$ cat src/hw/rtl/hsvcm_pkg.sv
// Shared constants, register codes and types of the HSV wheel colormap.
package hsvcm_pkg;

    localparam int SAMPLE_BITS_DEF = 24;
    localparam int FRAC_BITS_DEF   = 12;

    localparam int HUE_W   = 16;
    localparam int LEVEL_W = 13;

    localparam logic [LEVEL_W-1:0] Q_ONE        = 13'd4096;
    localparam logic [LEVEL_W-1:0] GREY_SAT_MAX = 13'd8;

    typedef enum logic [2:0] {
        REG_Z_LOW     = 3'd0,
        REG_Z_HIGH    = 3'd1,
        REG_HUE_START = 3'd2,
        REG_HUE_END   = 3'd3,
        REG_SAT_START = 3'd4,
        REG_SAT_END   = 3'd5,
        REG_VAL_START = 3'd6,
        REG_VAL_END   = 3'd7
    } cfg_index_t;

    typedef struct packed {
        logic signed [HUE_W-1:0] hue_start;
        logic signed [HUE_W-1:0] hue_end;
        logic [LEVEL_W-1:0]      sat_start;
        logic [LEVEL_W-1:0]      sat_end;
        logic [LEVEL_W-1:0]      val_start;
        logic [LEVEL_W-1:0]      val_end;
    } ramp_cfg_t;

endpackage

$ cat src/hw/rtl/hsvcm_div_stage.sv
// One restoring-division step of the range fraction divider.
module hsvcm_div_stage #(
    parameter int SAMPLE_BITS = hsvcm_pkg::SAMPLE_BITS_DEF,
    parameter int QW          = hsvcm_pkg::FRAC_BITS_DEF + 1
) (
    input  logic                   clk,
    input  logic                   rst_n,
    input  logic                   advance,
    input  logic                   valid_in,
    input  logic [SAMPLE_BITS:0]   x_in,
    input  logic [QW-1:0]          q_in,
    input  logic [SAMPLE_BITS-1:0] den,
    output logic                   valid_out,
    output logic [SAMPLE_BITS-1:0] rem_out,
    output logic [QW-1:0]          q_out
);

    logic [SAMPLE_BITS+1:0] trial;
    logic                   bit_take;
    logic                   valid_reg;
    logic [SAMPLE_BITS-1:0] rem_reg;
    logic [SAMPLE_BITS-1:0] rem_next;
    logic [QW-1:0]          q_reg;
    logic [QW-1:0]          q_next;

    always_comb
    begin
        trial    = {1'b0, x_in} - {2'b00, den};
        bit_take = ~trial[SAMPLE_BITS+1];
        rem_next = bit_take ? trial[SAMPLE_BITS-1:0] : x_in[SAMPLE_BITS-1:0];
        q_next   = {q_in[QW-2:0], bit_take};
    end

    always_ff @(posedge clk or negedge rst_n)
    begin
        if (!rst_n)
        begin
            valid_reg <= 1'b0;
        end
        else if (advance)
        begin
            valid_reg <= valid_in;
        end
    end

    always_ff @(posedge clk)
    begin
        if (advance)
        begin
            rem_reg <= rem_next;
            q_reg   <= q_next;
        end
    end

    assign valid_out = valid_reg;
    assign rem_out   = rem_reg;
    assign q_out     = q_reg;

endmodule

$ cat config.mk
export PLATFORM = sky130hd
export DESIGN_NAME = hsvcm_div_stage
export DESIGN_NICKNAME = d
export VERILOG_FILES = /design/src/hw/rtl/hsvcm_pkg.sv /design/src/hw/rtl/hsvcm_div_stage.sv
export SDC_FILE = /design/constraint.sdc
export NUM_CORES = 1
export LEC_CHECK = 0
export ABC_AREA = 1
export ABC_CLOCK_PERIOD_IN_PS = 1000
export BUFFER_PORTS_ARGS = -buffer_cell sky130_fd_sc_hd__buf_4
export CORE_MARGIN = 3
export CORE_UTILIZATION = 45
export CTS_CLUSTER_DIAMETER = 60
export CTS_CLUSTER_SIZE = 24
export DETAILED_ROUTE_END_ITERATION = 8
export GPL_ROUTABILITY_DRIVEN = 0
export PLACE_DENSITY = 0.72
export SLEW_MARGIN = 20
export SYNTH_ARGS = -nofsm -noshare
export SYNTH_HDL_FRONTEND = slang
export SYNTH_SLANG_ARGS = --single-unit
export TNS_END_PERCENT = 30
$ cat constraint.sdc
create_clock -name clk -period 1 [get_ports clk]
set_input_delay 0.05 -clock clk [delete_from_list [all_inputs] [get_ports clk]]
set_output_delay 0.05 -clock clk [all_outputs]
set_load 0.05 [all_outputs]
Yosys cells after proc, flatten, opt, wreduce, memory -nomap -nowiden
Cells that the tools add are included.
- bits in latches: 0
- memory bits (read-only): 0
- RAM bits: 0
- memories kept: 0
- bits in registers: 38
- reductions and logical operators: 0
- muxes and demuxes: 1
- div/mod/pow operators: 0
- $mul: 0
- eq/ne operators: 0
- $add $sub $neg: 1
- order comparisons: 0
- bitwise operators: 1
- shift operators: 0
- operator list (kind ; count):
    25-bit by 24-bit subtractor with 26-bit output ; 1
    24-bit two-way mux ; 1
    1-bit NOT ; 1

Logic depth before layout (Yosys ltp)
Gate-level depths: netlist of run 1.
- depth in word-level cells: 2
- depth in mapped cells: 13
- gate-level depth less buffers: 13

Worst setup path after synthesis of run 1
Ideal clock, no wire load.
- path type: in2reg
- start: input x_in[0]
- end: register rem_reg[16] (netlist: rem_out[16]) (data pin)
- library setup time: 252 ps
- stages: 13
- buffers on the path: 0
- path slack: -624 ps
- required time: 748 ps
- arrival: 1372 ps
- path through: inv_1 ha_1 fa_1 inv_1 nand3_1 nand3_1 nand2_1 nand2_1 nand2_1 nand2_1 nand2_1 nand3_2 nand2_1
- word-level cells in the longest chain between the ends: 2
- RTL lines (what ; RTL line ; RTL):
    from (decl) ; hsvcm_div_stage.sv:10 ; input logic [SAMPLE_BITS:0] x_in,
    25-bit by 24-bit subtractor with 26-bit output ; hsvcm_div_stage.sv:28 ; trial = {1'b0, x_in} - {2'b00, den};
    24-bit two-way mux ; hsvcm_div_stage.sv:30 ; rem_next = bit_take ? trial[SAMPLE_BITS-1:0] : x_in[SAMPLE_BITS-1:0];
    via rem_next[16] ; hsvcm_div_stage.sv:22 ; logic [SAMPLE_BITS-1:0] rem_next;
    to (signal assigned) ; hsvcm_div_stage.sv:50 ; rem_reg <= rem_next;
    to (decl) ; hsvcm_div_stage.sv:21 ; logic [SAMPLE_BITS-1:0] rem_reg;
The timed path passes the listed nets, and every way through them passes these cells.
A chain may end at the register's enable or synchronous reset.

Worst setup path after layout of run 1
- start: input x_in[20]
- end: register rem_reg[22] (netlist: rem_out[22]) (data pin)
Same word-level chain as after synthesis.

==> results.json, run 1 <==
{
  "status": "finished, violations left",
  "violations": "negative setup slack",
  "crit_type": "in -> reg",
  "slew_viol_final": 0,
  "ys_async_sr_fraction_pct": 2.63,
  "power.switching_mw": 2.93,
  "crit_arrival_ns": 1.51,
  "cts_buffers": 5,
  "place_ws_ns": -0.767,
  "tns_ns": -9.37,
  "antenna_cells": 0,
  "nFillCells": 399,
  "power.density_nw_per_um2": 1120,
  "dieWidth_um": 95.0,
  "synth_edf_count": 37,
  "start_util_pct": 47.8,
  "synth_top_area_share_pct": 31.2,
  "synth-main-ff-cell": "edfxtp_1",
  "comb_power_share_pct": 56.2,
  "nets": 826,
  "synthTopCellsByArea": "edfxtp_1 (31%), nand2_1 (20%), inv_1 (11%), ha_1 (8.4%), nand3_2 (8.1%)",
  "finalHoldViolations": 0,
  "max_freq_mhz": 692,
  "p_leak_nw": 3.28,
  "cts_root_buf": "clkbuf_8",
  "min_period_over_period_pct": 145,
  "worst_slew_pin_slew_ns": 0.247,
  "yosysWarnings": 0,
  "seq_area_frac_synth_pct": 31.9,
  "grt_overflow": 0,
  "clk_latency_ns": 0.29,
  "synth.most_common_cell": "nand2_1",
  "dpl_cell_area_um2": 5400,
  "design_area_um2": 6390,
  "crit_required_ns": 1.07,
  "startpoint_type": "input port",
  "cap_violations": 0,
  "synth_cell_type_count": 31,
  "drive_above_1_share_pct": 57.4,
  "chipHeight_um": 95.0,
  "cts_max_level": 2,
  "first_pass_iters": 5,
  "synth_nets": 593,
  "vias": 4277,
  "cp_max_fo": 3,
  "syn_area_per_cell_um2": 7.10,
  "p_sw_share_pct": 41.2,
  "antenna_found_initial": 0,
  "pwr-share-seq_pct": 29.0,
  "fin_crit_ns": 1.45,
  "hpwl_mm": 8.73,
  "synth-seq-cells": 38,
  "syn_area_um2": 3560,
  "p_clk_share_pct": 14.8,
  "io_pins": 104,
  "hold_slack_ns": 0.0687,
  "dieArea_um2": 9020,
  "cts_sinks": 38,
  "cts_tree": "yes",
  "core_area_um2": 7450,
  "drc": 0,
  "p_int_mw": 4.19,
  "crit_path_end_kind": "register",
  "port_buffers": 102,
  "r2r_setup_slack_ns": 0.23,
  "rsz0062_at_grt": "yes",
  "ff_latch_area_um2": 1140,
  "syn_to_final_growth_pct": 79.4,
  "grt_max_degree": 16,
  "drt-total-wl_mm": 13.5,
  "grt_pass1_vias": 4222,
  "min_path_type": "in -> async",
  "placementRows": 31,
  "grt_pass1_wl_mm": 20.0,
  "grt_use_total_pct": 29.1,
  "detail_route.wl_per_cell_um": 16.2,
  "clk_path_buf_depth": 2,
  "clock-skew-final_ns": 0,
  "clkTransAtPathRegs_ns": 0.09,
  "final_core_util_pct": 85.8,
  "slew_headroom_pct": 83.5,
  "dr.first_iter.drc_count": 300,
  "multi_input_area_um2": 2680,
  "synth_top_cell_by_area": "edfxtp_1",
  "setup_viol_count_final": 25,
  "ir_worst_vdd_mv": 0.683,
  "vias_per_cell": 5.13,
  "synth_common_cells": "nand2_1 (186), inv_1 (105), edfxtp_1 (37)",
  "setup_ws_ns": -0.446,
  "ant_nets": 0,
  "synth_cells": 502
}
==> timing repair <==
action                                  4_1_cts  5_1_grt
gates resized for setup                      92       71
hold endpoints to repair                     14        0
pin swaps                                    56       45
hold buffers                                 14        0
setup buffers                                24       11
endpoints found under the setup margin       25       25
cloned                                        5        0
==> stage by stage <==
step / cells / power, mW
2_1_floorplan: 502 / 4.11
3_5_place_dp: 778 / 5.34
6_report: 834 / 7.13
4_1_cts: 828 / 6.86
5_1_grt: 834 / 7.47
3_3_place_gp: 778 / 5.27
==> routing by layer <==
layer	vias to the layer above	global-route usage, %	share of wire (%)
li1	2016	-	-
met1	1964	33.6	38
met2	238	52.8	51
met3	59	4.22	7.4
met4	0	12.6	4.4
met5	-	0	0
==> power groups by stage <==
| stage | registers [mW] | logic, mW | clock network (mW) |
|---|---|---|---|
| finish | 2.07 | 4.01 | 1.06 |
| floorplan | 2.80 | 1.31 | 0 |
| detailed placement | 2.09 | 3.25 | 0 |
| global placement | 2.09 | 3.18 | 0 |
| global route | 2.08 | 4.26 | 1.13 |
| CTS | 2.06 | 3.73 | 1.07 |
==> path summary, 6_finish.rpt <==
check,from,cells past startpoint,endpoint
hold / removal,rst_n,2,valid_out$_DFFE_PN0P_
hold reg to reg,valid_out$_DFFE_PN0P_,1,valid_out$_DFFE_PN0P_
setup reg to reg,valid_out$_DFFE_PN0P_,1,valid_out$_DFFE_PN0P_
max in group asynchronous,rst_n,2,valid_out$_DFFE_PN0P_
min in group clk,x_in[0],3,rem_out[0]$_DFFE_PP_
setup / recovery,x_in[20],12,rem_out[22]$_DFFE_PP_
==> final cells by class <==
type                            instances  share of cell area, %
Multi-Input combinational cell        351                   41.9
Timing Repair Buffer                  229                   30.0
Sequential cell                        38                   17.8
Inverter                              110                   7.09
Tap cell                               99                   1.94
Clock buffer                            5                   1.08
Clock inverter                          2                  0.157
==> kinds of logic after synthesis <==
group | share of synthesized area [%]
adder cells (fa/ha/maj) | 8.99
AND/OR/NAND/NOR | 40.7
AO/OA/AOI/OAI | 2.21
buffers and inverters | 13.2
multiplexers | 0.316
XOR/XNOR | 2.70
flip-flops | 31.9
==> worst max-delay path, cell delays in order <==
cell and delay (ns):
buf_4 0.12, ha_4 0.29, buf_4 0.14, nand2_1 0.08, nor2_2 0.17, nand2_1 0.10, nor2_1 0.13, nand2_1 0.10
nand3_1 0.09, nand2_1 0.08, nand3_4 0.09, nand2_2 0.05
==> state kept, by name, summed over array words and instances (netlist names) <==
| signal | flops |
|---|---|
| valid_out | 1 |
| rem_out | 24 |
| q_out | 13 |
==> cells in the final DEF (no fill, tap or decap), drive strengths merged, types with 6 or more instances in the layout <==
| master | Yosys | layout |
|---|---|---|
| ha | 24 | 24 |
| nand4 | 6 | 6 |
| nor2 | 31 | 31 |
| xor2 | 10 | 10 |
| nand3 | 54 | 54 |
| dlygate4sd3 | 0 | 14 |
| edfxtp | 37 | 37 |
| inv | 110 | 110 |
| nand2 | 196 | 196 |
| buf | 6 | 215 |
| a21oi | 12 | 12 |
Note: power is estimated with default switching activity, not from simulation.
==> run 2, diff against run 1 <==
- ABC_CLOCK_PERIOD_IN_PS: 1000 -> 1800
- clock period: 1 -> 1.8 ns (I/O delays scaled with it)
==> results.json, run 2 (same netlist as run 1, synthesis figures left out) <==
{
  "status": "completed",
  "antenna_cells": 0,
  "finalHoldViolations": 0,
  "clock-skew-final_ns": 0,
  "instances_no_fill": 773,
  "postCtsSetupRepairBufs": 0,
  "worst_slew_pin_slew_ns": 0.431,
  "min_path_type": "in -> reg",
  "setup_ws_ns": 0.173,
  "cpPeakStageDelay_ns": 0.44,
  "cap_violations": 0,
  "nFillCells": 645,
  "setup_viol_count_final": 0,
  "dp_cells": 752,
  "ctsResizeCount": 0,
  "layout_common_cells": "nand2_1 (186), buf_4 (152), inv_1 (105), edfxtp_1 (37), nand3_2 (29)",
  "dpl_cell_area_um2": 4870,
  "chipHeight_um": 95.0,
  "slew_headroom_pct": 71.3,
  "timing.critical_path.mode_cell": "nand2_1",
  "drive_above_1_share_pct": 32.5,
  "detail_route.wl_per_cell_um": 12.4,
  "ant_nets": 0,
  "placementRows": 31,
  "design_area_um2": 5080,
  "io_pins": 104,
  "dieArea_um2": 9020,
  "slew_viol_final": 0,
  "cp_max_fo": 3,
  "crit_slowest_cell": "fa_1",
  "cts_tree": "yes",
  "p_leak_nw": 2.85,
  "port_buffers": 102,
  "max_freq_mhz": 615,
  "grt_pass1_vias": 3578,
  "crit_path_end_kind": "register",
  "clk_latency_ns": 0.28,
  "cts_root_buf": "clkbuf_8",
  "hold_buffers": 13,
  "vias": 3661,
  "crit_arrival_ns": 1.66,
  "first_pass_iters": 4,
  "hold_slack_ns": 0.0348,
  "rsz0062_at_grt": "no",
  "dr.first_iter.drc_count": 214,
  "ir_worst_vdd_mv": 0.305,
  "drt-total-wl_mm": 9.60,
  "path_cells": "buf_4 -> inv_1 -> ha_1 -> fa_1 -> inv_1 -> buf_4 -> nand2_1 -> nand3_1 -> nand2_1 -> nand3_1 -> nand2_1 -> nand3_2 -> nand2_1",
  "r2r_setup_slack_ns": 1.04,
  "fin_crit_ns": 1.63,
  "min_period_over_period_pct": 90.4,
  "nets": 764,
  "cp_top_family": "adder cells",
  "vias_per_cell": 4.74,
  "cts_buffers": 5,
  "hpwl_mm": 7.75,
  "drc": 0,
  "crit_required_ns": 1.83,
  "clk_path_buf_depth": 2,
  "grt_use_total_pct": 22.0,
  "power.density_nw_per_um2": 668,
  "grt_overflow": 0,
  "start_util_pct": 47.8,
  "core_area_um2": 7450,
  "cts_sinks": 38,
  "startpoint_type": "input port",
  "antenna_found_initial": 0,
  "grt_max_degree": 33,
  "crit_type": "in -> reg",
  "dieWidth_um": 95.0,
  "grt_pass1_wl_mm": 15.6,
  "clkTransAtPathRegs_ns": 0.07,
  "crit_buf_inv": 4,
  "place_ws_ns": -0.0911,
  "syn_to_final_growth_pct": 42.6,
  "cts_max_level": 2,
  "largest_reg_flops": 24,
  "mostFrequentLayoutCell": "nand2_1"
}
==> run 2: layout make-up <==
class / instances / area [um2] / share of cell area [%]
Sequential cell: 38 / 1140 / 22.4
Clock inverter: 2 / 10.0 / 0.197
Multi-Input combinational cell: 348 / 1960 / 38.5
Timing Repair Buffer: 170 / 1370 / 27.0
Tap cell: 99 / 124 / 2.44
Inverter: 110 / 413 / 8.12
Clock buffer: 6 / 72.6 / 1.43
==> run 2: routing by layer <==
layer / vias to the layer above / share of wire (%) / global-route usage, %
met1: 1648 / 42 / 27.0
met4: 0 / 1.3 / 5.89
met2: 118 / 50 / 40.3
met3: 10 / 6.4 / 2.71
met5: - / 0 / 0
li1: 1885 / - / -
==> run 2: through the flow <==
step	TNS, ns	utilization (%)	power [mW]
after global routing	0	68.2	3.62
after CTS	0	68.2	3.42
final	0	68.2	3.40
after global placement	-0.206	65.4	2.75
after floorplan	0	-	2.18
after detailed placement	-1.20	65.4	2.79
==> run 2: worst paths after layout <==
check,end,startpoint,depth (start not counted)
max,rem_out[22]$_DFFE_PP_,x_in[0],13
min,valid_out$_DFFE_PN0P_,valid_in,2
max reg2reg,valid_out$_DFFE_PN0P_,valid_out$_DFFE_PN0P_,1
min reg2reg,valid_out$_DFFE_PN0P_,valid_out$_DFFE_PN0P_,1
max in group asynchronous,valid_out$_DFFE_PN0P_,rst_n,2
min in group asynchronous,valid_out$_DFFE_PN0P_,rst_n,2
==> run 2: where the power goes <==
| part | internal [mW] | switching, mW | total (mW) | leakage (nW) |
|---|---|---|---|---|
| registers | 1.11 | 0.0302 | 1.14 | 0.373 |
| logic | 0.650 | 1.00 | 1.65 | 2.44 |
| clock network | 0.269 | 0.331 | 0.601 | 0.0450 |
| total | 2.03 | 1.37 | 3.40 | 2.85 |
