===== src/hw/rtl/hsvcm_pkg.sv =====
// Shared constants, register codes and types of the HSV wheel colormap.
package hsvcm_pkg;

    localparam int SAMPLE_BITS_DEF = 24;
    localparam int FRAC_BITS_DEF   = 12;

    localparam int HUE_W   = 16;
    localparam int LEVEL_W = 13;

    localparam logic [LEVEL_W-1:0] Q_ONE        = 13'd4096;
    localparam logic [LEVEL_W-1:0] GREY_SAT_MAX = 13'd8;

    typedef enum logic [2:0] {
        REG_Z_LOW     = 3'd0,
        REG_Z_HIGH    = 3'd1,
        REG_HUE_START = 3'd2,
        REG_HUE_END   = 3'd3,
        REG_SAT_START = 3'd4,
        REG_SAT_END   = 3'd5,
        REG_VAL_START = 3'd6,
        REG_VAL_END   = 3'd7
    } cfg_index_t;

    typedef struct packed {
        logic signed [HUE_W-1:0] hue_start;
        logic signed [HUE_W-1:0] hue_end;
        logic [LEVEL_W-1:0]      sat_start;
        logic [LEVEL_W-1:0]      sat_end;
        logic [LEVEL_W-1:0]      val_start;
        logic [LEVEL_W-1:0]      val_end;
    } ramp_cfg_t;

endpackage


===== src/hw/rtl/hsvcm_wheel.sv =====
// Six-sector HSV wheel that turns hue, saturation and value into an RGB pixel.
module hsvcm_wheel (
    input  logic                                clk,
    input  logic                                rst_n,
    input  logic                                advance,
    input  logic                                valid_in,
    input  logic signed [hsvcm_pkg::HUE_W-1:0]  hue,
    input  logic [hsvcm_pkg::LEVEL_W-1:0]       sat,
    input  logic [hsvcm_pkg::LEVEL_W-1:0]       val,
    output logic                                valid_out,
    output logic [7:0]                          red,
    output logic [7:0]                          green,
    output logic [7:0]                          blue
);

    localparam int LW = hsvcm_pkg::LEVEL_W;
    localparam logic [20:0] HUE_BIAS = 21'd393216;

    // Stage C: turn scaling and value scaling.
    logic [19:0]   hu_next;
    logic [19:0]   vv_next;
    logic [19:0]   hu_c_reg;
    logic [19:0]   vv_c_reg;
    logic [LW-1:0] sat_c_reg;
    logic          grey_c_reg;
    logic          valid_c_reg;

    // Stage D: sector, fraction and V*S.
    logic [7:0]    turn6;
    logic [17:0]   div6_prod;
    logic [2:0]    sector_next;
    logic [32:0]   s_next;
    logic [2:0]    sector_d_reg;
    logic [11:0]   f_d_reg;
    logic [19:0]   vv_d_reg;
    logic [32:0]   s_d_reg;
    logic          grey_d_reg;
    logic          valid_d_reg;

    // Stage E: V*S*F, v and p.
    logic [44:0]   sf_next;
    logic [32:0]   p_diff;
    logic [44:0]   sf_e_reg;
    logic [19:0]   vv_e_reg;
    logic [7:0]    v_e_reg;
    logic [7:0]    p_e_reg;
    logic [2:0]    sector_e_reg;
    logic          grey_e_reg;
    logic          valid_e_reg;

    // Stage F: q, t and the sector select.
    logic [43:0]   q_diff;
    logic [7:0]    q_val;
    logic [7:0]    t_val;
    logic [7:0]    red_next;
    logic [7:0]    green_next;
    logic [7:0]    blue_next;
    logic [7:0]    red_reg;
    logic [7:0]    green_reg;
    logic [7:0]    blue_reg;
    logic          grey_f_reg;
    logic          valid_f_reg;

    always_comb
    begin
        hu_next = 20'(21'($signed(hue)) * 21'sd6 + $signed(HUE_BIAS));
        vv_next = 20'({7'd0, val} * 20'd255);
    end

    always_comb
    begin
        turn6       = hu_c_reg[19:12];
        div6_prod   = {10'd0, turn6} * 18'd171;
        sector_next = 3'(turn6 - 8'(div6_prod[17:10] * 8'd6));
        s_next      = {13'd0, vv_c_reg} * {20'd0, sat_c_reg};
    end

    always_comb
    begin
        sf_next = {12'd0, s_d_reg} * {33'd0, f_d_reg};
        p_diff  = {1'b0, vv_d_reg, 12'd0} - s_d_reg;
    end

    always_comb
    begin
        q_diff = {vv_e_reg, 24'd0} - sf_e_reg[43:0];
        q_val  = q_diff[43:36];
        t_val  = p_e_reg + sf_e_reg[43:36];
        if (grey_e_reg)
        begin
            red_next   = v_e_reg;
            green_next = v_e_reg;
            blue_next  = v_e_reg;
        end
        else
        begin
            unique case (sector_e_reg)
                3'd0:
                begin
                    red_next = v_e_reg; green_next = t_val; blue_next = p_e_reg;
                end
                3'd1:
                begin
                    red_next = q_val; green_next = v_e_reg; blue_next = p_e_reg;
                end
                3'd2:
                begin
                    red_next = p_e_reg; green_next = v_e_reg; blue_next = t_val;
                end
                3'd3:
                begin
                    red_next = p_e_reg; green_next = q_val; blue_next = v_e_reg;
                end
                3'd4:
                begin
                    red_next = t_val; green_next = p_e_reg; blue_next = v_e_reg;
                end
                default:
                begin
                    red_next = v_e_reg; green_next = p_e_reg; blue_next = q_val;
                end
            endcase
        end
    end

    always_ff @(posedge clk or negedge rst_n)
    begin
        if (!rst_n)
        begin
            valid_c_reg <= 1'b0;
            valid_d_reg <= 1'b0;
            valid_e_reg <= 1'b0;
            valid_f_reg <= 1'b0;
        end
        else if (advance)
        begin
            valid_c_reg <= valid_in;
            valid_d_reg <= valid_c_reg;
            valid_e_reg <= valid_d_reg;
            valid_f_reg <= valid_e_reg;
        end
    end

    always_ff @(posedge clk)
    begin
        if (advance)
        begin
            hu_c_reg     <= hu_next;
            vv_c_reg     <= vv_next;
            sat_c_reg    <= sat;
            grey_c_reg   <= (sat <= hsvcm_pkg::GREY_SAT_MAX);

            sector_d_reg <= sector_next;
            f_d_reg      <= hu_c_reg[11:0];
            vv_d_reg     <= vv_c_reg;
            s_d_reg      <= s_next;
            grey_d_reg   <= grey_c_reg;

            sf_e_reg     <= sf_next;
            vv_e_reg     <= vv_d_reg;
            v_e_reg      <= vv_d_reg[19:12];
            p_e_reg      <= p_diff[31:24];
            sector_e_reg <= sector_d_reg;
            grey_e_reg   <= grey_d_reg;

            red_reg      <= red_next;
            green_reg    <= green_next;
            blue_reg     <= blue_next;
            grey_f_reg   <= grey_e_reg;
        end
    end

    assign valid_out = valid_f_reg;
    assign red       = red_reg;
    assign green     = green_reg;
    assign blue      = blue_reg;

`ifndef NO_ASSERTIONS
    a_grey_equal: assert property (@(posedge clk) disable iff (!rst_n)
        (valid_f_reg && grey_f_reg) |-> (red_reg == green_reg) && (green_reg == blue_reg))
        else $error("grey pixel with unequal channels");
    a_sector_range: assert property (@(posedge clk) disable iff (!rst_n)
        valid_d_reg |-> (sector_d_reg <= 3'd5))
        else $error("hue sector out of range");
`endif

endmodule


===== config.mk =====
export PLATFORM = sky130hd
export DESIGN_NAME = hsvcm_wheel
export DESIGN_NICKNAME = d
export VERILOG_FILES = /design/src/hw/rtl/hsvcm_pkg.sv /design/src/hw/rtl/hsvcm_wheel.sv
export SDC_FILE = /design/constraint.sdc
export NUM_CORES = 2
export LEC_CHECK = 0
export BUFFER_PORTS_ARGS = -buffer_cell sky130_fd_sc_hd__buf_2
export CELL_PAD_IN_SITES_DETAIL_PLACEMENT = 1
export CELL_PAD_IN_SITES_GLOBAL_PLACEMENT = 1
export CORE_UTILIZATION = 53
export CTS_BUF_LIST = sky130_fd_sc_hd__clkbuf_4 sky130_fd_sc_hd__clkbuf_8
export DETAILED_ROUTE_END_ITERATION = 12
export PLACE_DENSITY_LB_ADDON = 0.1
export SLEW_MARGIN = 40
export SYNTH_ARGS = -nofsm -noshare
export SYNTH_HDL_FRONTEND = slang
export SYNTH_SLANG_ARGS = --single-unit

===== constraint.sdc =====
create_clock -name clk -period 9.9 [get_ports clk]
set_input_delay 0.495 -clock clk [delete_from_list [all_inputs] [get_ports clk]]
set_output_delay 0.495 -clock clk [all_outputs]
set_load 0.03 [all_outputs]

* Yosys cells after proc, flatten, opt, wreduce, memory -nomap -nowiden *
Index checks and enable logic that the tools add are counted.

operators by class
  $mul = 6
  equal/unequal tests = 4
  multiplexer cells = 6
  reduce and logical (&&, ||, !) cells = 5
  order comparisons = 1
  $add $sub $neg = 5

operators by type and width
  kind                                                                     number
  8-bit one-hot mux with 3 select lines                                    3
  33-bit by 12-bit multiplier with 44-bit output                           1
  44-bit subtractor                                                        1
  20-bit by 13-bit multiplier with 33-bit output                           1
  32-bit subtractor                                                        1
  8-bit 2-to-1 mux                                                         3
  20-bit adder (second input constant)                                     1
  13-bit by 8-bit multiplier with 20-bit output (second input constant)    1
  16-bit by 3-bit multiplier with 19-bit output (second input constant)    1
  8-bit by 8-bit multiplier with 16-bit output (second input constant)     1
  13-bit by 4-bit <= comparator with 1-bit output (second input constant)  1
  8-bit adder                                                              1
  2-bit OR reduction                                                       4
  3-bit by 2-bit equality test with 1-bit output (second input constant)   2
  6-bit by 2-bit multiplier with 2-bit output (second input constant)      1
  3-bit by 1-bit equality test with 1-bit output (second input constant)   1
  3-bit equality test (second input constant)                              1
  3-bit logical NOT                                                        1
  3-bit subtractor                                                         1

word-level totals
  flip-flop bits (word level) = 235
  bits of input ports = 46
  logic and storage cells = 49
  output and inout port bits = 25

* Logic depth before layout (Yosys ltp) *
  depth in word-level cells = 4
  gate-level depth with buffers = 23
  depth with buffers taken out = 21

* Worst setup path before layout *
Ideal clock, no wire load.

  kind = register to register
  from = register f_d_reg[5]
  to = register sf_e_reg[41] (data pin)
  setup time = 158 ps
  required time = 9742 ps
  buffers on the path = 2
  arrival time = 5567 ps
  clock period less this slack = 5725 ps
  stages on the path, launching flop included = 22
  path slack = 4175 ps
  path through = edfxtp_1 > clkbuf_1 > clkbuf_1 > nand2_1 > fa_1 > fa_1 > inv_1 > fa_1 > fa_1 > inv_1 > fa_1 > inv_1 > ha_1 > o21a_1 > o211ai_2 > o31ai_1 > a221oi_2 > a21o_1 > a31oi_2 > o21ai_4 > or4b_1 > o211ai_1

on the way
  longest elaborated chain between the ends = 1

RTL lines
  element                                         line                source
  start, declared                                 hsvcm_wheel.sv:34   logic [11:0] f_d_reg;
  start signal, assigned                          hsvcm_wheel.sv:154  f_d_reg <= hu_c_reg[11:0];
  33-bit by 12-bit multiplier with 44-bit output  hsvcm_wheel.sv:80   sf_next = {12'd0, s_d_reg} * {33'd0, f_d_reg};
  via sf_next[41]                                 hsvcm_wheel.sv:41   logic [44:0] sf_next;
  end signal, assigned                            hsvcm_wheel.sv:159  sf_e_reg <= sf_next;
  end, declared                                   hsvcm_wheel.sv:43   logic [44:0] sf_e_reg;

The timed path passes the listed nets, and every way through them passes these cells.
A chain may end at the register's enable or synchronous reset.

* Worst setup path after layout *
  from = register sat_c_reg[6]
  to = register s_d_reg[31] (data pin)

on the way
  longest elaborated chain between the ends = 1

RTL lines
  element                                         line                source
  start, declared                                 hsvcm_wheel.sv:24   logic [LW-1:0] sat_c_reg;
  start signal, assigned                          hsvcm_wheel.sv:150  sat_c_reg <= sat;
  20-bit by 13-bit multiplier with 33-bit output  hsvcm_wheel.sv:75   s_next = {13'd0, vv_c_reg} * {20'd0, sat_c_reg};
  via s_next[31]                                  hsvcm_wheel.sv:32   logic [32:0] s_next;
  end signal, assigned                            hsvcm_wheel.sv:156  s_d_reg <= s_next;
  end, declared                                   hsvcm_wheel.sv:36   logic [32:0] s_d_reg;

The timed path passes the listed nets, and every way through them passes these cells.

==> metrics <==
result of the run=completed; sort of element at the start of the critical path=flop; Buffers on Ports=70; worst-path maximum fanout=20; half-perimeter wire length after detailed placement=around 71000 µm; first-pass GRT wire length=144000 µm; clock sinks=224; number of synthesized flops with an enable pin=220; clock tree skew after final layout=0.0394 ns; dominant cell by count in the synthesized netlist=inv_1; Die Width=252 µm; instance count along the most critical hold path=1; arrival time reported for the critical path endpoint=6.96 ns; Syn Area/Cell=between 9 and 10 µm²; initial antenna violation count=5; count of different cell masters after synthesis=73; pin count of the biggest net entering global routing=between 90 and 100; highest routed metal layer=met4; Post-Synthesis Net Count=4301; detailed-route wire length on metal 1=between 30000 and 40000 µm; overall track demand over capacity in global routing=around 29%; maximum buffer depth of the clock tree=3; start-to-end type of the worst setup path=flop to flop; number of DRC markers after the initial detailed-route iteration=roughly 1500; total length of routed met2 wires=43300 µm; Placer Congestion=0.871; worst-skew pair later-pin latency=0.63 ns; max-slew headroom at the worst pin=between 40% and 50%; Initial Utilization=a little over half; cell type with the highest aggregate area in the netlist=fa_1; aggregate global routing overflow=0; number of buffers created by CTS=between 40 and 50; crit-path max cell delay=approximately 0.90 ns; floorplan row count=just over 90; layout cell share with drive strength beyond 1=5.62%; clock transition at the registers of the reported paths=approximately 0.080 ns; cells taking the most area after synthesis=fa_1, edfxtp_1, ha_1, inv_1, and2_1; cell area after technology mapping=around 33000 µm²; DIE AREA=~63000 µm²; count of mapped cells out of synthesis=about 3400; Primary FF master, synth=edfxtp_1; standard cell core area=about 62000 µm²; met3 WL post-DR=approximately 4900 µm; count of state elements after synthesis=between 200 and 250; clock period minus worst slack=between 6 and 7 ns; most frequent cells after synthesis=inv_1, fa_1, nand2_1; worst hold path class=primary input to flop; Post-CTS Resized=0; pin slew with the least headroom to its limit=0.837 ns; post-synth top area share=32.9%; cell at the root of the clock tree=clkbuf_8; upper clock frequency limit=0.151 GHz; relative area change from synthesis to final layout=6.27%; CTS HTree Levels=2; total wire length=about 89000 µm; Net count, final=roughly 4300; flip-flop count of the largest register, all copies and words added=43; number of warnings issued by yosys=0; average routed wire per standard cell=roughly 21 µm; post-route clock period utilization=66.7%; max-capacitance violation count=0; First-pass DRT Iterations=5; Post-synth ARST share=between 1.5 and 2%; final count of negative-setup-slack endpoints=0; depth of the worst register-to-register path=19; number of vias in the routed layout=23700; CTS tree=yes; post-route setup TNS=0 ns; fraction of the yosys area taken by sequential cells=between 20 and 25%; final hold violation count=0; count of unresolved DRC violations after routing=0; average vias per placed instance=between 5 and 6; height of the die=between 200 and 300 µm; Critical Path End Type=flop; data required time at the worst endpoint=roughly 10 ns; via count of the first global-routing pass=roughly 27000; post-detailed-route count of antenna-violating nets=0; setup repair after global routing missed its margin=false; count of boundary I/O pins=between 70 and 80; final count of pins violating max slew=0; Slowest cell on crit path=edfxtp_1; ordered cell list for the critical path=nand2_1 -> fa_1 -> fa_1 -> inv_1 -> fa_1 -> fa_1 -> inv_1 -> fa_1 -> inv_1 -> ha_1 -> a21oi_1 -> o21ai_0 -> nor4b_1 -> nor3b_2 -> a31oi_1 -> o211ai_1 -> a31o_2 -> a21oi_1 -> xnor2_1; cell repeated most along the worst path=fa_1
[per-layer routing]
layer	GRT usage, %	vias up
met5	0	-
met1	39.2	12200
met2	49.2	648
li1	-	10600
met3	3.87	146
met4	8.12	0
[worst paths after layout]
check                             startpoint            to  slack [ns]
worst max-delay path            sat_c_reg[6]   s_d_reg[31]        3.29
worst min-delay path                  sat[0]  sat_c_reg[0]        0.05
worst max register to register  sat_c_reg[6]   s_d_reg[31]        3.29
worst min register to register   hu_c_reg[5]    f_d_reg[5]        0.42
max in group asynchronous              rst_n     valid_out        9.55
min in group asynchronous              rst_n   valid_c_reg        0.23
[stage by stage]
stage               setup WS [ns]  hold slack (ns)  cells  instance area (µm²)  util, %
finish                       3.29           0.0530   4258                35100     56.9
floorplan                    4.18            0.199   3386                33100        -
CTS                          3.22          0.00127   4254                35100     56.8
global route                 2.90           0.0348   4258                35100     56.9
detailed placement           3.27            0.304   4177                34100     55.2
global placement             3.48            0.297   4177                34100     55.2
[critical path: cells and delay by family, from the launching register on]
family | cells | cell delay [ns]
fa+ha+maj | 6 | 2.99
compound gates | 6 | 1.20
simple gates | 3 | 1.00
buf+inv | 3 | 0.16
xor+xnor | 1 | 0.09
flops | 1 | 0.90
[cell type report]
type | count | area, µm²
Fill cell | 6933 | 26600
Multi-Input combinational cell | 2308 | 23200
Sequential cell | 224 | 6710
Inverter | 722 | 2710
Tap cell | 837 | 1050
Clock buffer | 55 | 719
Timing Repair Buffer | 90 | 531
Clock inverter | 20 | 251
Antenna cell | 2 | 5.00
[cell families after synthesis]
group / count (synthesis) / share of synthesized area, %
AND/OR/NAND/NOR: 927 / 13.5
adder cells (fa/ha/maj): 869 / 45.3
buffers and inverters: 854 / 9.70
AO/OA/AOI/OAI: 381 / 7.66
flip-flops: 224 / 20.3
XOR/XNOR: 118 / 3.13
multiplexers: 13 / 0.420
[layout by cell type (no fill, tap or decap), drive strengths merged, types with 5 or more instances in the layout]
master	synthesis	routed
a211oi	14	14
a21o	55	55
a21oi	106	106
a221oi	9	9
a31oi	13	13
and2	275	275
and3	12	12
buf	1	88
bufinv	0	6
clkbuf	131	55
clkinv	0	12
edfxtp	220	220
fa	544	544
ha	325	325
inv	722	723
mux2	7	7
mux2i	6	6
nand2	432	432
nand2b	8	8
nand3	26	26
nand4	12	12
nor2	92	92
nor2b	6	6
nor3	23	23
nor4	14	14
nor4b	5	5
o211ai	9	9
o21a	18	18
o21ai	63	63
o21bai	21	21
o221ai	5	5
o22ai	11	11
o31ai	8	8
or2	5	5
or3	6	6
xnor2	91	91
xor2	27	27
[repair_timing]
| action | CTS | global route |
|---|---|---|
| endpoints found under the hold margin | 5 | 0 |
| buffers inserted | 0 | 0 |
| hold buffers | 2 | 0 |
Power is left out: the tool's default activity adds up to more than one toggle a clock period on the data nets, which glitch-free logic cannot reach.
