===== src/hw/rtl/hsvcm_pkg.sv =====
// Shared constants, register codes and types of the HSV wheel colormap.
package hsvcm_pkg;

    localparam int SAMPLE_BITS_DEF = 24;
    localparam int FRAC_BITS_DEF   = 12;

    localparam int HUE_W   = 16;
    localparam int LEVEL_W = 13;

    localparam logic [LEVEL_W-1:0] Q_ONE        = 13'd4096;
    localparam logic [LEVEL_W-1:0] GREY_SAT_MAX = 13'd8;

    typedef enum logic [2:0] {
        REG_Z_LOW     = 3'd0,
        REG_Z_HIGH    = 3'd1,
        REG_HUE_START = 3'd2,
        REG_HUE_END   = 3'd3,
        REG_SAT_START = 3'd4,
        REG_SAT_END   = 3'd5,
        REG_VAL_START = 3'd6,
        REG_VAL_END   = 3'd7
    } cfg_index_t;

    typedef struct packed {
        logic signed [HUE_W-1:0] hue_start;
        logic signed [HUE_W-1:0] hue_end;
        logic [LEVEL_W-1:0]      sat_start;
        logic [LEVEL_W-1:0]      sat_end;
        logic [LEVEL_W-1:0]      val_start;
        logic [LEVEL_W-1:0]      val_end;
    } ramp_cfg_t;

endpackage


===== src/hw/rtl/hsvcm_ramp.sv =====
// Linear hue, saturation and value ramps driven by the range fraction.
module hsvcm_ramp #(
    parameter int FRAC_BITS = hsvcm_pkg::FRAC_BITS_DEF
) (
    input  logic                                  clk,
    input  logic                                  rst_n,
    input  logic                                  advance,
    input  hsvcm_pkg::ramp_cfg_t                  cfg,
    input  logic                                  valid_in,
    input  logic [FRAC_BITS:0]                    frac,
    output logic                                  valid_out,
    output logic signed [hsvcm_pkg::HUE_W-1:0]    hue,
    output logic [hsvcm_pkg::LEVEL_W-1:0]         sat,
    output logic [hsvcm_pkg::LEVEL_W-1:0]         val
);

    localparam int HW = hsvcm_pkg::HUE_W;
    localparam int LW = hsvcm_pkg::LEVEL_W;
    localparam int PH = HW + 1 + FRAC_BITS + 2;
    localparam int PL = LW + 1 + FRAC_BITS + 2;

    logic signed [FRAC_BITS+1:0] frac_s;
    logic signed [HW:0]          dh;
    logic signed [LW:0]          ds;
    logic signed [LW:0]          dv;
    logic signed [PH-1:0]        ph_next;
    logic signed [PL-1:0]        ps_next;
    logic signed [PL-1:0]        pv_next;
    logic signed [PH-1:0]        ph_reg;
    logic signed [PL-1:0]        ps_reg;
    logic signed [PL-1:0]        pv_reg;
    logic                        mul_valid_reg;

    logic signed [PH-1:0]        hue_sum;
    logic signed [PL-1:0]        sat_sum;
    logic signed [PL-1:0]        val_sum;
    logic signed [HW-1:0]        hue_next;
    logic [LW-1:0]               sat_next;
    logic [LW-1:0]               val_next;
    logic signed [HW-1:0]        hue_reg;
    logic [LW-1:0]               sat_reg;
    logic [LW-1:0]               val_reg;
    logic                        valid_reg;

    function automatic logic [LW-1:0] clamp_level(input logic signed [PL-1:0] x);
        logic [LW-1:0] r;
        if (x < 0)
        begin
            r = '0;
        end
        else if (x > $signed({{(PL-LW){1'b0}}, hsvcm_pkg::Q_ONE}))
        begin
            r = hsvcm_pkg::Q_ONE;
        end
        else
        begin
            r = x[LW-1:0];
        end
        return r;
    endfunction

    always_comb
    begin
        frac_s  = $signed({1'b0, frac});
        dh      = {cfg.hue_end[HW-1], cfg.hue_end} - {cfg.hue_start[HW-1], cfg.hue_start};
        ds      = $signed({1'b0, cfg.sat_end}) - $signed({1'b0, cfg.sat_start});
        dv      = $signed({1'b0, cfg.val_end}) - $signed({1'b0, cfg.val_start});
        ph_next = PH'(dh) * PH'(frac_s);
        ps_next = PL'(ds) * PL'(frac_s);
        pv_next = PL'(dv) * PL'(frac_s);
    end

    always_comb
    begin
        hue_sum  = PH'(cfg.hue_start) + (ph_reg >>> FRAC_BITS);
        sat_sum  = $signed({{(PL-LW){1'b0}}, cfg.sat_start}) + (ps_reg >>> FRAC_BITS);
        val_sum  = $signed({{(PL-LW){1'b0}}, cfg.val_start}) + (pv_reg >>> FRAC_BITS);
        hue_next = hue_sum[HW-1:0];
        sat_next = clamp_level(sat_sum);
        val_next = clamp_level(val_sum);
    end

    always_ff @(posedge clk or negedge rst_n)
    begin
        if (!rst_n)
        begin
            mul_valid_reg <= 1'b0;
            valid_reg     <= 1'b0;
        end
        else if (advance)
        begin
            mul_valid_reg <= valid_in;
            valid_reg     <= mul_valid_reg;
        end
    end

    always_ff @(posedge clk)
    begin
        if (advance)
        begin
            ph_reg  <= ph_next;
            ps_reg  <= ps_next;
            pv_reg  <= pv_next;
            hue_reg <= hue_next;
            sat_reg <= sat_next;
            val_reg <= val_next;
        end
    end

    assign valid_out = valid_reg;
    assign hue       = hue_reg;
    assign sat       = sat_reg;
    assign val       = val_reg;

`ifndef NO_ASSERTIONS
    a_levels_in_range: assert property (@(posedge clk) disable iff (!rst_n)
        valid_reg |-> (sat_reg <= hsvcm_pkg::Q_ONE) && (val_reg <= hsvcm_pkg::Q_ONE))
        else $error("ramp level above one");
`endif

endmodule


===== config.mk =====
export PLATFORM = sky130hd
export DESIGN_NAME = hsvcm_ramp
export DESIGN_NICKNAME = d
export VERILOG_FILES = /design/src/hw/rtl/hsvcm_pkg.sv /design/src/hw/rtl/hsvcm_ramp.sv
export SDC_FILE = /design/constraint.sdc
export NUM_CORES = 2
export LEC_CHECK = 0
export BUFFER_PORTS_ARGS = -buffer_cell sky130_fd_sc_hd__buf_2
export CAP_MARGIN = 20
export CELL_PAD_IN_SITES_DETAIL_PLACEMENT = 0
export CELL_PAD_IN_SITES_GLOBAL_PLACEMENT = 2
export CORE_UTILIZATION = 41
export CTS_CLUSTER_DIAMETER = 120
export DETAILED_ROUTE_END_ITERATION = 16
export MAX_ROUTING_LAYER = met4
export PLACE_DENSITY_LB_ADDON = 0.2
export SYNTH_ARGS = -nofsm -noshare
export SYNTH_HDL_FRONTEND = slang
export SYNTH_SLANG_ARGS = --single-unit

===== constraint.sdc =====
create_clock -name clk -period 3.5 [get_ports clk]
set_input_delay 0.175 -clock clk [delete_from_list [all_inputs] [get_ports clk]]
set_output_delay 0.175 -clock clk [all_outputs]
set_load 0.01 [all_outputs]

# --- Word level (Yosys, flattened, before mapping) ---
# Index checks and enable logic that the tools add are counted.
word_totals:
  register_bits: 128
  elab_cells: 27
op_classes:
  n_addsub: 6
  multipliers: 3
  n_lt_le_gt_ge: 4
  n_mux: 2
  n_reduce_logical: 2
ops:
  columns: ["op", "count"]
  rows:
  - ["multiplier 14 x 14 -> 28 bit", 2]
  - ["adder 14 x 16 -> 17 bit", 2]
  - ["> comparator 17 x 14 -> 1 bit (second input constant)", 2]
  - ["< comparator 17 x 1 -> 1 bit (second input constant)", 2]
  - ["multiplier 17 x 14 -> 28 bit", 1]
  - ["subtractor 13 x 13 -> 14 bit", 2]
  - ["two-way mux 13 bit", 2]
  - ["subtractor 16 x 16 -> 17 bit", 1]
  - ["adder 16 bit", 1]
  - ["OR reduction 2 bit", 2]

# --- Logic depth before layout (Yosys ltp) ---
depth:
  ltp_word: 3
  mapped_depth: 36

# --- Least setup slack after synthesis ---
# OpenSTA, ideal clock, no wires.
synth_path:
  path_kind: "in2reg"
  startpoint: "in cfg[26] in the netlist's numbering"
  endpoint: "reg ps_reg[26] (data pin)"
  setup_ps: 262
  arrival_time_ps: 7715
  slack_ps: -4478
  path_stages: 35
  n_path_buf: 1
  path_cell_list: "inv_1 -> ha_1 -> inv_1 -> fa_1 -> a21o_1 -> a21oi_1 -> o21ai_0 -> a21oi_1 -> o21bai_1 -> a21oi_1 -> o21ai_0 -> nor2_1 -> xnor2_1 -> clkbuf_1 -> and2_1 -> fa_1 -> inv_1 -> fa_1 -> inv_1 -> fa_1 -> fa_1 -> fa_1 -> inv_1 -> fa_1 -> inv_1 -> ha_1 -> a2111oi_1 -> o2111a_1 -> a211oi_2 -> a41o_1 -> o41ai_4 -> o21ai_1 -> nor2_1 -> o21bai_1 -> xor2_1"
synth_between:
  elab_chain_cells: 2
synth_rtl:
  columns: ["item", "line_no", "text"]
  rows:
  - ["from (decl)", "hsvcm_ramp.sv:8", "input hsvcm_pkg::ramp_cfg_t cfg,"]
  - ["subtractor 13 x 13 -> 14 bit", "hsvcm_ramp.sv:66", "ds = $signed({1'b0, cfg.sat_end}) - $signed({1'b0, cfg.sat_start});"]
  - ["multiplier 14 x 14 -> 28 bit", "hsvcm_ramp.sv:69", "ps_next = PL'(ds) * PL'(frac_s);"]
  - ["via ps_next[26]", "hsvcm_ramp.sv:27", "logic signed [PL-1:0] ps_next;"]
  - ["to (signal assigned)", "hsvcm_ramp.sv:102", "ps_reg <= ps_next;"]
  - ["to (decl)", "hsvcm_ramp.sv:30", "logic signed [PL-1:0] ps_reg;"]
# The timed path passes the listed nets, and every way through them passes these cells.
# A chain may end at the register's enable or synchronous reset.

# --- Worst setup path in the final report ---
layout_path:
  startpoint: "in cfg[52] in the netlist's numbering"
  endpoint: "reg ph_reg[27] (data pin)"
layout_between:
  elab_chain_cells: 2
layout_rtl:
  columns: ["item", "line_no", "text"]
  rows:
  - ["subtractor 16 x 16 -> 17 bit", "hsvcm_ramp.sv:65", "dh = {cfg.hue_end[HW-1], cfg.hue_end} - {cfg.hue_start[HW-1], cfg.hue_start};"]
  - ["multiplier 17 x 14 -> 28 bit", "hsvcm_ramp.sv:68", "ph_next = PH'(dh) * PH'(frac_s);"]
  - ["via ph_next[27]", "hsvcm_ramp.sv:26", "logic signed [PH-1:0] ph_next;"]
  - ["to (signal assigned)", "hsvcm_ramp.sv:101", "ph_reg <= ph_next;"]
  - ["to (decl)", "hsvcm_ramp.sv:29", "logic signed [PH-1:0] ph_reg;"]
# The timed path passes the listed nets, and every way through them passes these cells.

==> run_summary.xml <==
<?xml version="1.0" encoding="UTF-8"?>
<metrics>
  <group name="setup_path">
    <metric name="crit-reg2reg-launch" unit="">ps_reg[12]</metric>
    <metric name="slowest_delay" unit="ns">0.53</metric>
    <metric name="worstPathRequired" unit="ns">3.65</metric>
    <metric name="worstSetupPathType" unit="">in2reg</metric>
    <metric name="reg2reg_to" unit="">sat[5]</metric>
    <metric name="crit_path_frequent_cell" unit="">sky130_fd_sc_hd__fa_1</metric>
    <metric name="reg2regPathDepth" unit="">14</metric>
    <metric name="worst-endpoint-arrival" unit="ns">7.60</metric>
    <metric name="critical_path_s_slowest_cell" unit="">sky130_fd_sc_hd__or4_4</metric>
    <metric name="worst_path_dominant_cell_family" unit="">adder cells</metric>
    <metric name="r2r_slack" unit="ns">0.16</metric>
    <metric name="critPathCaptureType" unit="">flop</metric>
    <metric name="critical_path.startpoint_type" unit="">primary input</metric>
    <metric name="timing.critical_path.from" unit="">cfg[52]</metric>
    <metric name="timing.critical_path.to" unit="">ph_reg[27]</metric>
    <metric name="crit_path_max_fanout" unit="">3</metric>
    <metric name="timing.critical_path.buf_inv" unit="">6</metric>
    <metric name="critical_path_cell_count" unit="">33</metric>
  </group>
  <group name="clock_tree">
    <metric name="clockRootBuffer" unit="">sky130_fd_sc_hd__clkbuf_16</metric>
    <metric name="clkTransAtPathRegs" unit="ns">0.08</metric>
    <metric name="cts.htree.levels" unit="">3</metric>
    <metric name="clock_path_buffers" unit="">2</metric>
    <metric name="tritoncts" unit="">built</metric>
    <metric name="numClockSinks" unit="">92</metric>
    <metric name="numCtsBuffers" unit="">9</metric>
    <metric name="clock_insertion_delay_worst_skew" unit="ns">0.41</metric>
  </group>
  <group name="finish">
    <metric name="final_nets" unit="">4567</metric>
    <metric name="area_growth_syn_to_layout" unit="%">26.2</metric>
    <metric name="post_route_cells_drive_above_1_share" unit="">0.256</metric>
  </group>
  <group name="synthesis">
    <metric name="synth-main-ff-cell" unit="">sky130_fd_sc_hd__edfxtp_1</metric>
    <metric name="synth.cell_area" unit="um2">28000</metric>
    <metric name="synth.distinct_cells" unit="">76</metric>
    <metric name="synth_edf_count" unit="">90</metric>
    <metric name="ys_async_sr_fraction" unit="">0.0217</metric>
    <metric name="synth.yosys.seq_area_share" unit="">0.0984</metric>
    <metric name="synth.top_cells.by_area" unit="">sky130_fd_sc_hd__fa_1, sky130_fd_sc_hd__ha_1, sky130_fd_sc_hd__inv_1</metric>
    <metric name="synth_nets" unit="">3983</metric>
    <metric name="post-synth-top-area-fraction" unit="">0.400</metric>
    <metric name="syn_area_per_cell" unit="um2">9.21</metric>
    <metric name="ys.warnings.count" unit="">0</metric>
    <metric name="ys_ff_latch" unit="">92</metric>
    <metric name="yosysTopAreaCell" unit="">sky130_fd_sc_hd__fa_1</metric>
    <metric name="synthesized_instance_count" unit="">3037</metric>
  </group>
  <group name="floorplanning">
    <metric name="die_height" unit="um">263</metric>
    <metric name="initial_core_util" unit="">0.415</metric>
    <metric name="dieArea" unit="um2">69300</metric>
    <metric name="fp.coreArea" unit="um2">67400</metric>
    <metric name="rows" unit="">95</metric>
    <metric name="ios" unit="">144</metric>
    <metric name="chipWidth" unit="um">263</metric>
  </group>
  <group name="route">
    <metric name="detail_route.iter0.violations" unit="">738</metric>
    <metric name="detailroute.via_count" unit="">21500</metric>
    <metric name="detailedRoute.firstPassIterationCount" unit="">5</metric>
    <metric name="detail_route.drc_violations" unit="">0</metric>
    <metric name="route.detailed.vias_per_inst" unit="">4.77</metric>
    <metric name="drt_wl_total" unit="um">69300</metric>
    <metric name="detail_route.wl_per_cell" unit="um">15.4</metric>
    <metric name="drt.antenna.violating_nets" unit="">0</metric>
  </group>
  <group name="sta">
    <metric name="finalHoldViolations" unit="">0</metric>
    <metric name="setup_repair_after_global_routing_missed_its_margin" unit="">yes</metric>
    <metric name="timing.slew.headroom" unit="">0.588</metric>
    <metric name="maxClockFrequency" unit="GHz">0.134</metric>
    <metric name="finalWorstSetupSlack" unit="ns">-3.95</metric>
    <metric name="fin_crit_sh" unit="">2.13</metric>
    <metric name="timing_max_transition_violations_final" unit="">0</metric>
    <metric name="report.final.setup_viol" unit="">48</metric>
    <metric name="finalCriticalPeriod" unit="ns">7.45</metric>
    <metric name="worst_pin_slew" unit="ns">0.618</metric>
    <metric name="final.setup_skew" unit="ns">0.0224</metric>
    <metric name="finalSetupTns" unit="ns">-164.11</metric>
  </group>
  <group name="global_routing">
    <metric name="via_count_of_the_first_global_routing_pass" unit="">24000</metric>
    <metric name="grt_remaining_overflow" unit="">0</metric>
    <metric name="antenna_violations_before_repair" unit="">1</metric>
    <metric name="track_usage" unit="">0.219</metric>
    <metric name="grt_max_degree" unit="">53</metric>
    <metric name="grt_pass1_wl" unit="um">119000</metric>
  </group>
  <group name="hold_path">
    <metric name="min_path_type" unit="">in2async</metric>
  </group>
  <group name="placed_design">
    <metric name="routability_driven_placement_congestion_ratio" unit="">0.838</metric>
    <metric name="numPortBuffers" unit="">143</metric>
    <metric name="dp_hpwl" unit="um">60400</metric>
  </group>
  <group name="outcome">
    <metric name="failing_checks" unit="">setup timing</metric>
    <metric name="outcome" unit="">complete, but fails checks</metric>
  </group>
  <group name="run">
    <metric name="maxCapViolations" unit="">0</metric>
  </group>
</metrics>
layout make-up:
type,count,area (um2)
clock inverter,7,96.3
timing repair buffer,684,5200
fill,6241,32100
antenna,2,5.00
sequential,92,2750
clock buffer,9,225
tap,873,1090
inverter,745,2840
multi-input combinational,2089,23100
how the worst min path moves through the flow:
| stage | start | end | slack, ns | cells past startpoint |
|---|---|---|---|---|
| global placement | rst_n | mul_valid_reg | -0.04 | 1 |
| finish | rst_n | mul_valid_reg | 0.08 | 2 |
| detailed placement | rst_n | mul_valid_reg | -0.04 | 1 |
| global route | rst_n | valid_out | 0.08 | 2 |
| CTS | rst_n | mul_valid_reg | 0.06 | 2 |
| floorplan | rst_n | mul_valid_reg | -0.12 | 0 |
routing by layer:
layer,track usage,vias up,wire (um)
li1,-,10300,-
met1,0.268,10900,29900
met2,0.389,212,36500
met3,0.0233,53,1710
met4,0.0431,0,1130
met5,-,-,0
stage by stage:
step	util	instances	area, um2	worst slack, ns	hold WS (ns)
2_1_floorplan	-	3037	28400	-3.88	-0.121
3_3_place_gp	0.499	4433	33600	-4.54	-0.0416
3_5_place_dp	0.499	4433	33600	-4.59	-0.0388
4_1_cts	0.517	4484	34900	-3.95	0.0631
5_1_grt	0.524	4500	35300	-4.24	0.0836
6_report	0.524	4501	35300	-3.95	0.0782
kinds of logic (layout without fill, tap and decap cells):
logic type | count (synthesis) | in the layout | synth area share
buffers and inverters | 856 | 1445 | 0.115
XOR/XNOR | 131 | 131 | 0.0413
AND/OR/NAND/NOR | 856 | 856 | 0.154
flip-flops | 92 | 92 | 0.0984
AO/OA/AOI/OAI | 254 | 254 | 0.0626
adder cells (fa/ha/maj) | 845 | 845 | 0.528
other | 0 | 2 | 0
multiplexers | 3 | 3 | 0.00116
cell usage in the layout (no fill, tap or decap), types with 14 or more instances in the layout:
master	synthesis	final
sky130_fd_sc_hd__inv_1	745	712
sky130_fd_sc_hd__edfxtp_1	90	90
sky130_fd_sc_hd__buf_2	1	135
sky130_fd_sc_hd__buf_6	0	31
sky130_fd_sc_hd__a21oi_1	67	41
sky130_fd_sc_hd__ha_4	0	22
sky130_fd_sc_hd__a21o_1	25	25
sky130_fd_sc_hd__nand2_1	313	310
sky130_fd_sc_hd__and2_4	0	20
sky130_fd_sc_hd__buf_4	0	492
sky130_fd_sc_hd__nor2b_1	57	51
sky130_fd_sc_hd__nand3_1	21	20
sky130_fd_sc_hd__buf_12	0	21
sky130_fd_sc_hd__nand2b_1	18	18
sky130_fd_sc_hd__xor2_1	29	26
sky130_fd_sc_hd__o21a_1	24	23
sky130_fd_sc_hd__and2_1	259	239
sky130_fd_sc_hd__nor2_1	96	81
sky130_fd_sc_hd__inv_2	0	28
sky130_fd_sc_hd__ha_1	286	259
sky130_fd_sc_hd__fa_1	559	549
sky130_fd_sc_hd__o21ai_2	0	14
sky130_fd_sc_hd__o21ai_0	42	26
sky130_fd_sc_hd__a21oi_2	4	25
sky130_fd_sc_hd__nor3_1	42	34
sky130_fd_sc_hd__xnor2_1	101	86
cells in the mapped netlist, drive strengths merged (3+ instances only):
| master | count |
|---|---|
| inv | 745 |
| fa | 559 |
| nand2 | 313 |
| ha | 286 |
| and2 | 259 |
| clkbuf | 109 |
| xnor2 | 101 |
| nor2 | 96 |
| edfxtp | 90 |
| a21oi | 72 |
| nor2b | 57 |
| o21ai | 47 |
| nor3 | 43 |
| xor2 | 30 |
| a21o | 25 |
| o21a | 24 |
| nand3 | 21 |
| nand2b | 18 |
| o21bai | 12 |
| and3 | 11 |
| a21boi | 8 |
| or3 | 8 |
| a211o | 7 |
| a211oi | 7 |
| o41ai | 6 |
| nand4 | 5 |
| o211ai | 5 |
| or2 | 5 |
| a2111oi | 4 |
| nor3b | 4 |
| a31oi | 3 |
| nor4 | 3 |
| o2111ai | 3 |
| o22ai | 3 |
| o31a | 3 |
| o31ai | 3 |
repair_timing:
| action | in CTS | in global routing |
|---|---|---|
| pin swaps | 98 | 64 |
| setup endpoints to repair | 61 | 68 |
| resized for setup | 135 | 84 |
| hold buffers | 2 | 0 |
| buffers inserted | 36 | 22 |
| hold endpoints to repair | 3 | 0 |
Power is not shown: default switching activity piles up to over one toggle a cycle in this logic, so the estimate is an artifact.
